### src/rtl/swmp_pkg.sv
// Package: shared constants, types and the reduction request type for the window product block.
`default_nettype none
package swmp_pkg;
  localparam int WindowMax = 1024;
  localparam int ValueBits = 31;
  localparam int AddrBits = $clog2(WindowMax);
  localparam int LenBits = 11;
  localparam int CfgIdxBits = 1;
  localparam logic [CfgIdxBits-1:0] CfgModulus = 1'd0;
  localparam logic [CfgIdxBits-1:0] CfgWindowLen = 1'd1;
  localparam logic [ValueBits-1:0] ModulusReset = 31'd1000000007;
  localparam logic [LenBits-1:0] WindowLenReset = 11'd1;
  typedef logic [ValueBits-1:0] val_t;
  typedef logic [AddrBits-1:0] addr_t;
  typedef struct packed {
    logic start;
    logic [2*ValueBits-1:0] a;
    val_t m;
  } mod_req_t;
endpackage
`default_nettype wire

### src/rtl/swmp_modred.sv
// Sequential reduction of a 62-bit value modulo a 31-bit modulus, one bit a cycle.
`default_nettype none
module swmp_modred (
  input  wire logic             clk_i,
  input  wire logic             rst_ni,
  input  wire swmp_pkg::mod_req_t req_i,
  output logic                  busy_o,
  output swmp_pkg::val_t        res_o
);
  localparam int W = 2 * swmp_pkg::ValueBits;
  logic [W-1:0] a_q, a_d;
  logic [swmp_pkg::ValueBits:0] r_q, r_d;
  swmp_pkg::val_t m_q, m_d;
  logic [6:0] cnt_q, cnt_d;
  logic busy_q, busy_d;
  logic [swmp_pkg::ValueBits+1:0] sh;

  always_comb begin
    a_d = a_q; r_d = r_q; m_d = m_q; cnt_d = cnt_q; busy_d = busy_q;
    sh = {r_q, a_q[W-1]};
    if (req_i.start) begin
      a_d = req_i.a; r_d = '0; m_d = req_i.m; cnt_d = 7'(W); busy_d = 1'b1;
    end else if (busy_q) begin
      a_d = {a_q[W-2:0], 1'b0};
      if (sh >= {2'b00, m_q}) sh = sh - {2'b00, m_q};
      r_d = sh[swmp_pkg::ValueBits:0];
      cnt_d = cnt_q - 7'd1;
      if (cnt_q == 7'd1) busy_d = 1'b0;
    end
  end

  always_ff @(posedge clk_i or negedge rst_ni) begin
    if (!rst_ni) begin
      busy_q <= 1'b0; cnt_q <= '0;
    end else begin
      busy_q <= busy_d; cnt_q <= cnt_d;
    end
  end
  always_ff @(posedge clk_i) begin
    a_q <= a_d; r_q <= r_d; m_q <= m_d;
  end
  assign busy_o = busy_q;
  assign res_o = r_q[swmp_pkg::ValueBits-1:0];
endmodule
`default_nettype wire

### config.mk
export PLATFORM = sky130hd
export DESIGN_NAME = swmp_modred
export DESIGN_NICKNAME = d
export VERILOG_FILES = /design/src/rtl/swmp_pkg.sv /design/src/rtl/swmp_modred.sv
export SDC_FILE = /design/constraint.sdc
export NUM_CORES = 1
export LEC_CHECK = 0
export ABC_CLOCK_PERIOD_IN_PS = 4000
export BUFFER_PORTS_ARGS = -buffer_cell sky130_fd_sc_hd__clkbuf_2
export CAP_MARGIN = 20
export CELL_PAD_IN_SITES_DETAIL_PLACEMENT = 0
export CELL_PAD_IN_SITES_GLOBAL_PLACEMENT = 1
export CORE_UTILIZATION = 40
export CTS_BUF_LIST = sky130_fd_sc_hd__clkbuf_8
export CTS_CLUSTER_SIZE = 20
export DETAILED_ROUTE_END_ITERATION = 10
export HOLD_SLACK_MARGIN = 0.12
export MAX_ROUTING_LAYER = met4
export PLACE_DENSITY = 0.83
export SLEW_MARGIN = 20
export SYNTH_ARGS = -nofsm -noshare
export SYNTH_HDL_FRONTEND = slang
export SYNTH_SLANG_ARGS = --single-unit
export TNS_END_PERCENT = 1
### constraint.sdc
create_clock -name clk_i -period 4 [get_ports clk_i]
set_input_delay 0.8 -clock clk_i [delete_from_list [all_inputs] [get_ports clk_i]]
set_output_delay 0.8 -clock clk_i [all_outputs]
set_load 0.02 [all_outputs]
* Word-level counts from Yosys, hierarchy flattened
Index checks and enable logic that the tools add are counted.
Cells by class: add/subtract/negate cells 2, $mul 0, div/mod/pow operators 0, $lt $le $gt $ge 1, equal/unequal tests 1, shift-type cells 0, mux-type cells 8, bitwise operators 0, reduce and logical (&&, ||, !) cells 1
Operator list (count):
- 62-bit two-way mux | 2
- 33-bit by 31-bit greater-or-equal comparator with 1-bit output | 1
- 32-bit two-way mux | 1
- 32-bit by 31-bit subtractor with 32-bit output | 1
- 7-bit two-way mux | 2
- 7-bit by 1-bit equality test with 1-bit output (second input constant) | 1
- 7-bit by 1-bit subtractor with 7-bit output (second input constant) | 1
- 1-bit two-way mux | 3
- 2-bit nonzero test | 1
Storage, ports and cells: bits in registers 133, latch bits 0, RAM bits 0, bits in read-only memories 0, output and inout port bits 32, logic and storage cells 18, memories 0

* Logic depth before layout (Yosys ltp)
Gate-level depths: netlist (run 1).
depth in word-level cells 4, gate-level depth with buffers 13

* Worst setup path before layout (run 1)
OpenSTA, ideal clock, no wires.
kind in2reg, from in req_i[93] in the netlist's numbering, to reg a_q[0], enable pin, library setup time 0.416 ns, arrival time 2.486 ns, data required time 3.584 ns, path slack 1.099 ns, cell stages on the path 4, cells stage by stage clkbuf_1 nor2_1 clkbuf_1 inv_1
On the way: word-level cells in the longest chain between the ends 1
Ends and longest elaborated chain:
- start: declaration | line swmp_modred.sv:6 | input wire swmp_pkg::mod_req_t req_i,
- 2-bit nonzero test (no line)
- end signal: assignment | line swmp_modred.sv:40 | a_q <= a_d; r_q <= r_d; m_q <= m_d;
- end: declaration | line swmp_modred.sv:11 | logic [W-1:0] a_q, a_d;
Every way passes these cells. A chain may end at the register's enable or synchronous reset.

* Worst setup path in the final report (run 1)
from reg r_q[7] in the netlist's numbering, to reg r_q[17] in the netlist's numbering
On the way: word-level cells in the longest chain between the ends 2, elaborated cells on any way between the ends 3, those cells by class add/sub (1); order compare (1); mux (1)
Ends and longest elaborated chain:
- start: declaration | line swmp_modred.sv:12 | logic [swmp_pkg::ValueBits:0] r_q, r_d;
- start signal: assignment | line swmp_modred.sv:40
- 32-bit by 31-bit subtractor with 32-bit output / 33-bit by 31-bit greater-or-equal comparator with 1-bit output (equally long branches) | line swmp_modred.sv:25 | if (sh >= {2'b00, m_q}) sh = sh - {2'b00, m_q};
- 32-bit two-way mux * | line swmp_modred.sv:25
Mark *: on every way between the ends. The rest lies on a longest branch, timed or not.

==> results of run 1 <==
==> metal layers <==
metal	up-vias	GRT usage	wire, um
met3	13	0.0640	1360
li1	2658	-	-
met2	153	0.275	7470
met1	2491	0.228	7370
met4	0	0.0497	185
met5	-	-	0
==> stage by stage <==
step | total power, W | util | hold slack, ns | worst slack [ns]
2_1_floorplan | 0.00395 | - | 0.427 | 1.10
3_3_place_gp | 0.00429 | 0.446 | 0.447 | 0.881
3_5_place_dp | 0.00431 | 0.446 | 0.448 | 0.819
4_1_cts | 0.00554 | 0.469 | 0.154 | 0.800
5_1_grt | 0.00588 | 0.469 | 0.149 | 0.636
6_report | 0.00548 | 0.469 | 0.175 | 0.807
==> synth_stat cells (all sizes together) (4+ instances only) <==
master,instances,area share
nand2,38,0.019
clkbuf,18,0.0090
edfxtp,93,0.37
nand2b,9,0.0075
xor2,12,0.014
nand3,6,0.0040
or3,4,0.0033
o21bai,6,0.0060
a31oi,5,0.0061
a21o,11,0.011
o21a,6,0.0070
a211oi,22,0.029
nor3,10,0.0066
mux2,62,0.093
buf,50,0.046
o31ai,6,0.0060
inv,44,0.022
o21ai,28,0.019
ha,33,0.055
a21oi,46,0.031
nor2,53,0.026
xnor2,18,0.021
dfrtp,8,0.027
dfxtp,32,0.085
mux2i,11,0.015
or4,5,0.0055
nand4,14,0.012
==> worst max-delay path: stages, from the launching register on <==
cell      delay [ns]
dfxtp_1         0.34
ha_1            0.41
a211o_1         0.35
a21oi_2         0.21
o32ai_1         0.15
or4_4           0.55
a31oi_4         0.20
o21a_4          0.46
nor2_1          0.09
a21oi_1         0.19
a211oi_2        0.10
==> state kept, by name, summed over array words and instances (netlist names) <==
register  count
busy_o        1
cnt_q         7
a_q          62
r_q          32
m_q          31
==> layout make-up <==
class | count | area share
inverter | 44 | 0.0193
multi-input combinational | 445 | 0.389
sequential | 133 | 0.425
timing repair buffer | 134 | 0.0838
tap | 229 | 0.0335
clock inverter | 15 | 0.0212
clock buffer | 17 | 0.0274
==> how the worst max path moves through the flow <==
stage	to	slack, ns	cells past startpoint
2_1_floorplan	a_q[0]	1.10	4
3_3_place_gp	r_q[20]	0.88	10
3_5_place_dp	r_q[17]	0.82	10
4_1_cts	r_q[17]	0.80	10
5_1_grt	r_q[17]	0.64	11
6_report	r_q[17]	0.81	10
==> kinds of logic (layout without fill, tap and decap cells) <==
logic type | count (synthesis) | count (layout)
simple gates | 155 | 155
fa+ha+maj | 34 | 34
compound gates | 153 | 153
mux | 73 | 73
xor+xnor | 30 | 30
buf+inv | 112 | 210
flops | 133 | 133
==> report_power, final <==
group	switching, W	total [W]	internal [W]
Combinational	0.00140	0.00239	0.000991
Sequential	0.000178	0.00189	0.00172
Clock	0.000621	0.00120	0.000581
==> impl_results.md, run 1 <==
- Design Area, Final: 8540 um^2
- Final setup violation count: 0
- Antenna violations before repair: 0
- Core area: 18200 um^2
- Distinct cells, synth: 65
- Routed wire length: 16.4 mm
- Total grt overflow: 0
- Launch point of the worst reg-to-reg path: r_q[7]
- CTS Sinks: 133
- Hpwl dp: 11.7 mm
- Port bufs: 127
- Multi-input combinational cell area: 3330 um^2
- FFs w/ async S/R, synth: 0.0602
- First-pass GRT wire length: 26.4 mm
- Crit path max fanout: 41
- Num ports: 128
- Cell Area, Synth: 7540 um^2
- # fillers: 1734
- Die height: 139 um
- Fin. Hold Viols: 0
- Post-CTS Hold Buffers: 0
- Gr usage total: 0.181
- Mux contribution to synthesized area: 0.107
- Slew Limit Fails: 0
- CTS tree: done
- Commonest non-fill, non-tap cells in the layout: clkbuf_2, edfxtp_1, mux2_2
- First-pass DRT Iterations: 5
- Area growth, synth to finish: 13.3%
- H-tree levels: 4
- Clock transition at the registers of the reported paths: 0.09 ns
- Yosys reg bits: 133
- Setup crit end kind: flop
- Synth warnings: 0
- Post-CTS Repair Setup Buffers: 0
- Cells after synthesis: 690
- Part of the Yosys area used for sequential elements: 0.482
- Critical path origin: r_q[7]
- Share of layout cells above drive strength 1: 0.320
- Wire length per cell: 16.1 um
- Nets: 905
- LEAKAGE: 3.65 nW
- DIE AREA: 19400 um^2
- Die Wd: 139 um
- Synth Area per Inst: 10.9 um^2
- Status: finished, final reports clean
- # resized after CTS: 0
- Post-synthesis net count: 820
- DRT iter0 DRCs: 255
- Setup TNS: 0 ns
- Vias per inst: 5.23
- Residual DRC: 0
- XOR/XNOR Fraction of Synth Area: 0.0348
- Clock Tree Buf Depth: 2
- RSZ-0062 raised after global routing: false
- CTS root buf: clkbuf_8
- Reg-to-reg slack, setup: 0.81 ns
- Fin crit share: 0.798
- Clock Skews: 0.0110 ns
- Initial Util: 0.414
- Pwr dens: 642 nW/um^2
- Reg area: 3630 um^2
- Post-synthesis adder-cell area fraction: 0.0574
- Worst-margin pin slew: 0.616 ns
- Pin count of the biggest net entering global routing: 63
- Total CTS buffers: 17
- GPL Wtd Cong: 0.849
- Startpoint types: flop
- Main combinational cell family by area after synthesis: compound AO/OA/AOI/OAI gates
- CP arrival: 3.51 ns
- Vias in the first global route: 5218
- Vias: 5315
- Worst skew pair latency: 0.46 ns
- Final ANT Viol Nets: 0
- Row cnt: 49
- Post-layout min period: 3.19 ns
- Synth Area in Simple Gates: 0.0989
- DP Area: 8130 um^2
- Top FF cell, synth: edfxtp_1
- Post-placement cell count: 985
- Antenna Cells: 0
- Number of synthesized flops with an enable pin: 93
- Reg-to-reg critical path endpoint: r_q[17]
- Worst R2R Path Depth: 10
- Compound-cell area share of the yosys netlist: 0.143
- Max Cap Viol: 0
- Max_slew headroom: 0.589
- Layout Cells excl Fill: 1017
- CP Class: reg -> reg
- Commonest non-fill, non-tap cell in the layout: clkbuf_2
- Hold Path Class: in -> async
- CP required: 4.31 ns
- Max frequency: 313 MHz
- Peak supply drop: 0.304 mV
Power figures use the tool's default switching activity.
==> run 2: changes to the inputs <==
Settings changed: ABC_CLOCK_PERIOD_IN_PS 4000 to 3000.
Clock period 4 ns to 3 ns, I/O delays scaled along.
==> impl_results.md, run 2 (synthesis gave the netlist of run 1 again) <==
- Status: finished, final reports clean
- Port bufs: 127
- Fin. Hold Viols: 0
- Vias: 5459
- Startpoint types: flop
- Wire length per cell: 16.3 um
- Total CTS buffers: 17
- Setup crit end kind: flop
- Pre-CTS WS: 0.0104 ns
- CP arrival: 3.24 ns
- Reg-to-reg critical path endpoint: r_q[27]
- Hold Path Class: in -> reg
- RSZ-0062 raised after global routing: true
- Max frequency: 343 MHz
- Num ports: 128
- Clock Tree Buf Depth: 2
- Worst R2R Path Depth: 12
- # fillers: 1737
- Commonest non-fill, non-tap cell in the layout: clkbuf_2
- Largest reg by FF count: a_q
- Clock Skews: 0.0155 ns
- LEAKAGE: 3.77 nW
- Flop pwr share: 0.332
- Nets: 931
- Comb power frac: 0.473
- Pwr dens: 860 nW/um^2
- Initial Util: 0.414
- H-tree levels: 4
- CTS tree: done
- Switching part of the total power: 0.397
- DIE AREA: 19400 um^2
- First-pass GRT wire length: 27.5 mm
- Residual DRC: 0
- CP required: 3.32 ns
- Largest regs: a_q x62, r_q x32, m_q x31
- Total grt overflow: 0
- Switching pwr: 0.00300 W
- Antenna Cells: 0
- Final setup violation count: 0
- Pin count of the biggest net entering global routing: 63
- Reg-to-reg slack, setup: 0.08 ns
- PnR worst setup slack: 0.0847 ns
- Peak supply drop: 0.356 mV
- Cell Int Power: 0.00455 W
- Fin crit share: 0.972
- DRT iter0 DRCs: 343
- Share of layout cells above drive strength 1: 0.357
- Crit path max fanout: 7
- Clock transition at the registers of the reported paths: 0.08 ns
- Die Wd: 139 um
- Total power draw: 0.00756 W
- Slew Limit Fails: 0
- Die height: 139 um
- Final ANT Viol Nets: 0
- Max FFs per register: 62
- Vias per inst: 5.23
- Antenna violations before repair: 0
- CTS Sinks: 133
- Core area: 18200 um^2
- Row cnt: 49
- Worst skew pair latency: 0.45 ns
- Area growth, synth to finish: 16.6%
- Hpwl dp: 12.4 mm
- CP Class: reg -> reg
- First-pass DRT Iterations: 4
- Worst-margin pin slew: 0.613 ns
- Max_slew headroom: 0.591
- WHS Endpoint: m_q[25]
- CTS root buf: clkbuf_8
- Max Cap Viol: 0
- Vias in the first global route: 5446
- Post-layout min period: 2.92 ns
- GPL Wtd Cong: 0.906
- Worst hold stages: 1
- Routed wire length: 17.0 mm
- Commonest non-fill, non-tap cells in the layout: clkbuf_2, edfxtp_1, mux2_2
- Hold wc startpoint: req_i[25]
- Layout Utilization: 0.483
- Clock Power Share: 0.195
- Gr usage total: 0.187
- Launch point of the worst reg-to-reg path: m_q[8]
- Setup TNS: 0 ns
[run 2: final cells by class]
cell class	count	area, um^2	share of cell area
Sequential cell	133	3640	0.414
Multi-Input combinational cell	445	3380	0.385
Timing Repair Buffer	160	938	0.107
Tap cell	229	287	0.0326
Clock buffer	17	234	0.0266
Inverter	44	165	0.0188
Clock inverter	15	145	0.0165
[run 2: how the worst max path moves through the flow]
stage	from	to	slack (ns)
floorplan	m_q[8]	r_q[20]	0.24
global placement	a_q[61]	r_q[28]	0.06
detailed placement	a_q[61]	r_q[28]	0.01
CTS	a_q[61]	r_q[30]	0.05
global route	a_q[61]	r_q[28]	-0.05
finish	m_q[8]	r_q[27]	0.08
[run 2: per-stage QoR]
step                area [um^2]  hold WS [ns]  instances
floorplan                  7540         0.304        690
global placement           8340         0.448       1010
detailed placement         8340         0.459       1010
CTS                        8740         0.283       1043
global route               8790         0.264       1043
finish                     8790         0.316       1043
[run 2: routing by layer]
layer  up-vias  GRT usage  part of all wire
met5         -          -                 0
met3        16     0.0623             0.072
met2       154      0.288              0.46
li1       2707          -                 -
met4         0     0.0567             0.011
met1      2582      0.233              0.46
[run 2: critical path, stage by stage, from the launching register on]
cell and delay [ns]:
edfxtp_1 0.37, inv_1 0.06, ha_1 0.24, buf_4 0.17
nand4_1 0.14, o21ba_2 0.20, o2111ai_1 0.11, o211ai_1 0.17
a211oi_1 0.30, o31ai_1 0.18, or4b_2 0.65, nand3_1 0.14
o31ai_1 0.08
[run 2: power by group through the flow]
stage	registers (W)	clock network [W]	logic, W
4_1_cts	0.00251	0.00153	0.00353
5_1_grt	0.00256	0.00160	0.00390
3_3_place_gp	0.00254	0	0.00348
2_1_floorplan	0.00249	0	0.00278
3_5_place_dp	0.00255	0	0.00350
6_report	0.00251	0.00147	0.00357
[run 2: what timing repair did]
item,in CTS,in global routing
hold endpoints to repair,8,0
pin swaps,0,2
setup endpoints to repair,1,27
hold buffers,1,0
buffers inserted,0,0
cloned,0,0
resized for setup,1,18
==> run 3: changes to the inputs <==
Settings changed: PLACE_DENSITY 0.83 to 0.75.
==> impl_results.md, run 3 (synthesis gave the netlist of run 1 again) <==
- Peak supply drop: 0.396 mV
- Slew Limit Fails: 0
- WP buf/inv: 3
- H-tree levels: 4
- Multi-input combinational cell area: 3520 um^2
- Post-placement cell count: 1011
- Die Wd: 139 um
- Commonest non-fill, non-tap cells in the layout: clkbuf_2, edfxtp_1, mux2_2
- Core area: 18200 um^2
- Status: finished, final reports clean
- Wire length per cell: 16.8 um
- Vias in the first global route: 5742
- CP arrival: 3.25 ns
- First-pass GRT wire length: 28.1 mm
- Residual DRC: 0
- Max FFs per register: 62
- Worst-margin pin slew: 0.759 ns
- Hpwl dp: 12.6 mm
- Fin. Hold Viols: 0
- CP required: 3.33 ns
- Max_slew headroom: 0.494
- Reg-to-reg critical path endpoint: r_q[20]
- LEAKAGE: 3.82 nW
- CTS Sinks: 133
- CTS root buf: clkbuf_8
- Pin count of the biggest net entering global routing: 63
- Port bufs: 127
- CTS tree: done
- Max Cap Viol: 0
- Worst skew pair latency: 0.46 ns
- Worst path slowest cell: or4_4
- Largest regs: a_q x62, r_q x32, m_q x31
- CP Class: reg -> reg
- Area growth, synth to finish: 19.1%
- Clock Tree Buf Depth: 2
- Worst hold stages: 1
- Layout Utilization: 0.493
- Num ports: 128
- Hold wc startpoint: req_i[4]
- Startpoint types: flop
- Nets: 939
- Row cnt: 49
- Final ANT Viol Nets: 0
- Crit path largest cell delay: 0.50 ns
- Clock Skews: 0.0113 ns
- Hold Path Class: in -> reg
- Final setup violation count: 0
- GPL Wtd Cong: 0.861
- Launch point of the worst reg-to-reg path: m_q[8]
- Largest reg by FF count: a_q
- Max frequency: 342 MHz
- Layout Cells excl Fill: 1051
- Post-layout min period: 2.92 ns
- Fin crit share: 0.974
- Total grt overflow: 0
- Routed wire length: 17.6 mm
- Total power draw: 0.00795 W
- WHS Endpoint: m_q[4]
- Pwr dens: 886 nW/um^2
- Cell chain of the critical path: inv_1, ha_1, buf_4, nand4_1, o21ba_4, o211a_1, or4_4, a31oi_4, o21a_4, buf_12, nor2_1, a211oi_2, nor3_1
- First-pass DRT Iterations: 4
- Critical path origin: m_q[8]
- DRT iter0 DRCs: 219
- Reg area: 3640 um^2
- Total CTS buffers: 17
- Worst R2R Path Depth: 13
- Cell family with the largest share of critical-path delay: compound AO/OA/AOI/OAI gates
- Crit path max fanout: 7
- Setup crit end kind: flop
- Clock transition at the registers of the reported paths: 0.09 ns
- Vias: 5535
- # fillers: 1705
- Initial Util: 0.414
- Share of layout cells above drive strength 1: 0.386
- Gr usage total: 0.189
- Vias per inst: 5.27
- Antenna violations before repair: 0
- Commonest non-fill, non-tap cell in the layout: clkbuf_2
- Reg-to-reg slack, setup: 0.08 ns
- DIE AREA: 19400 um^2
- Antenna Cells: 0
- Die height: 139 um
-- run 3: cell types whose count changed in the layout (fill, tap and decap cells not counted), moves of 4 or more --
cell	previous run	this run
ha_4	0	6
buf_4	29	35
a21oi_1	42	34
a21oi_2	3	11
inv_8	2	6
-- run 3: repair_timing --
action,CTS,global route
hold endpoints to repair,8,0
pin swaps,0,12
cloned,0,3
hold buffers,1,0
buffers inserted,0,4
endpoints found under the setup margin,1,32
resized for setup,1,41
-- run 3: worst register-to-register path, stage by stage (launching register included) --
cell,delay [ns]
edfxtp_1,0.37
inv_1,0.06
ha_1,0.23
buf_4,0.17
nand4_1,0.13
o21ba_4,0.18
o211a_1,0.15
or4_4,0.50
a31oi_4,0.24
o21a_4,0.29
buf_12,0.16
nor2_1,0.05
a211oi_2,0.19
nor3_1,0.07
-- run 3: power by group --
part | internal [W] | switching, W | leakage (nW)
Combinational | 0.00184 | 0.00212 | 2.32
Sequential | 0.00229 | 0.000261 | 1.31
Clock | 0.000611 | 0.000833 | 0.185
Total | 0.00474 | 0.00321 | 3.82
-- run 3: layer usage --
metal,routed length [um],track usage,up-vias
met3,1000,0.0544,11
met2,8550,0.304,141
met1,7940,0.233,2652
met4,125,0.0480,0
li1,-,-,2731
met5,0,-,-
-- run 3: worst max-delay path by stage --
stage	end	slack, ns	depth (start not counted)
final	r_q[20]	0.08	13
after global routing	r_q[13]	-0.02	13
after CTS	r_q[30]	0.03	13
after detailed placement	r_q[28]	-0.02	13
after global placement	r_q[28]	0.08	13
after floorplan	r_q[20]	0.24	13
-- run 3: per-stage QoR --
stage / area (um^2) / hold slack, ns / setup slack, ns / TNS (ns)
floorplan: 7540 / 0.304 / 0.240 / 0
global placement: 8310 / 0.444 / 0.0818 / 0
detailed placement: 8310 / 0.450 / -0.0185 / -0.0185
CTS: 8700 / 0.283 / 0.0273 / 0
global route: 8980 / 0.272 / -0.0245 / -0.122
finish: 8980 / 0.313 / 0.0789 / 0
-- run 3: layout make-up --
cell class | count | area share
sequential | 133 | 0.405
multi-input combinational | 446 | 0.392
timing repair buffer | 167 | 0.111
tap | 229 | 0.0319
clock buffer | 17 | 0.0261
inverter | 44 | 0.0184
clock inverter | 15 | 0.0155
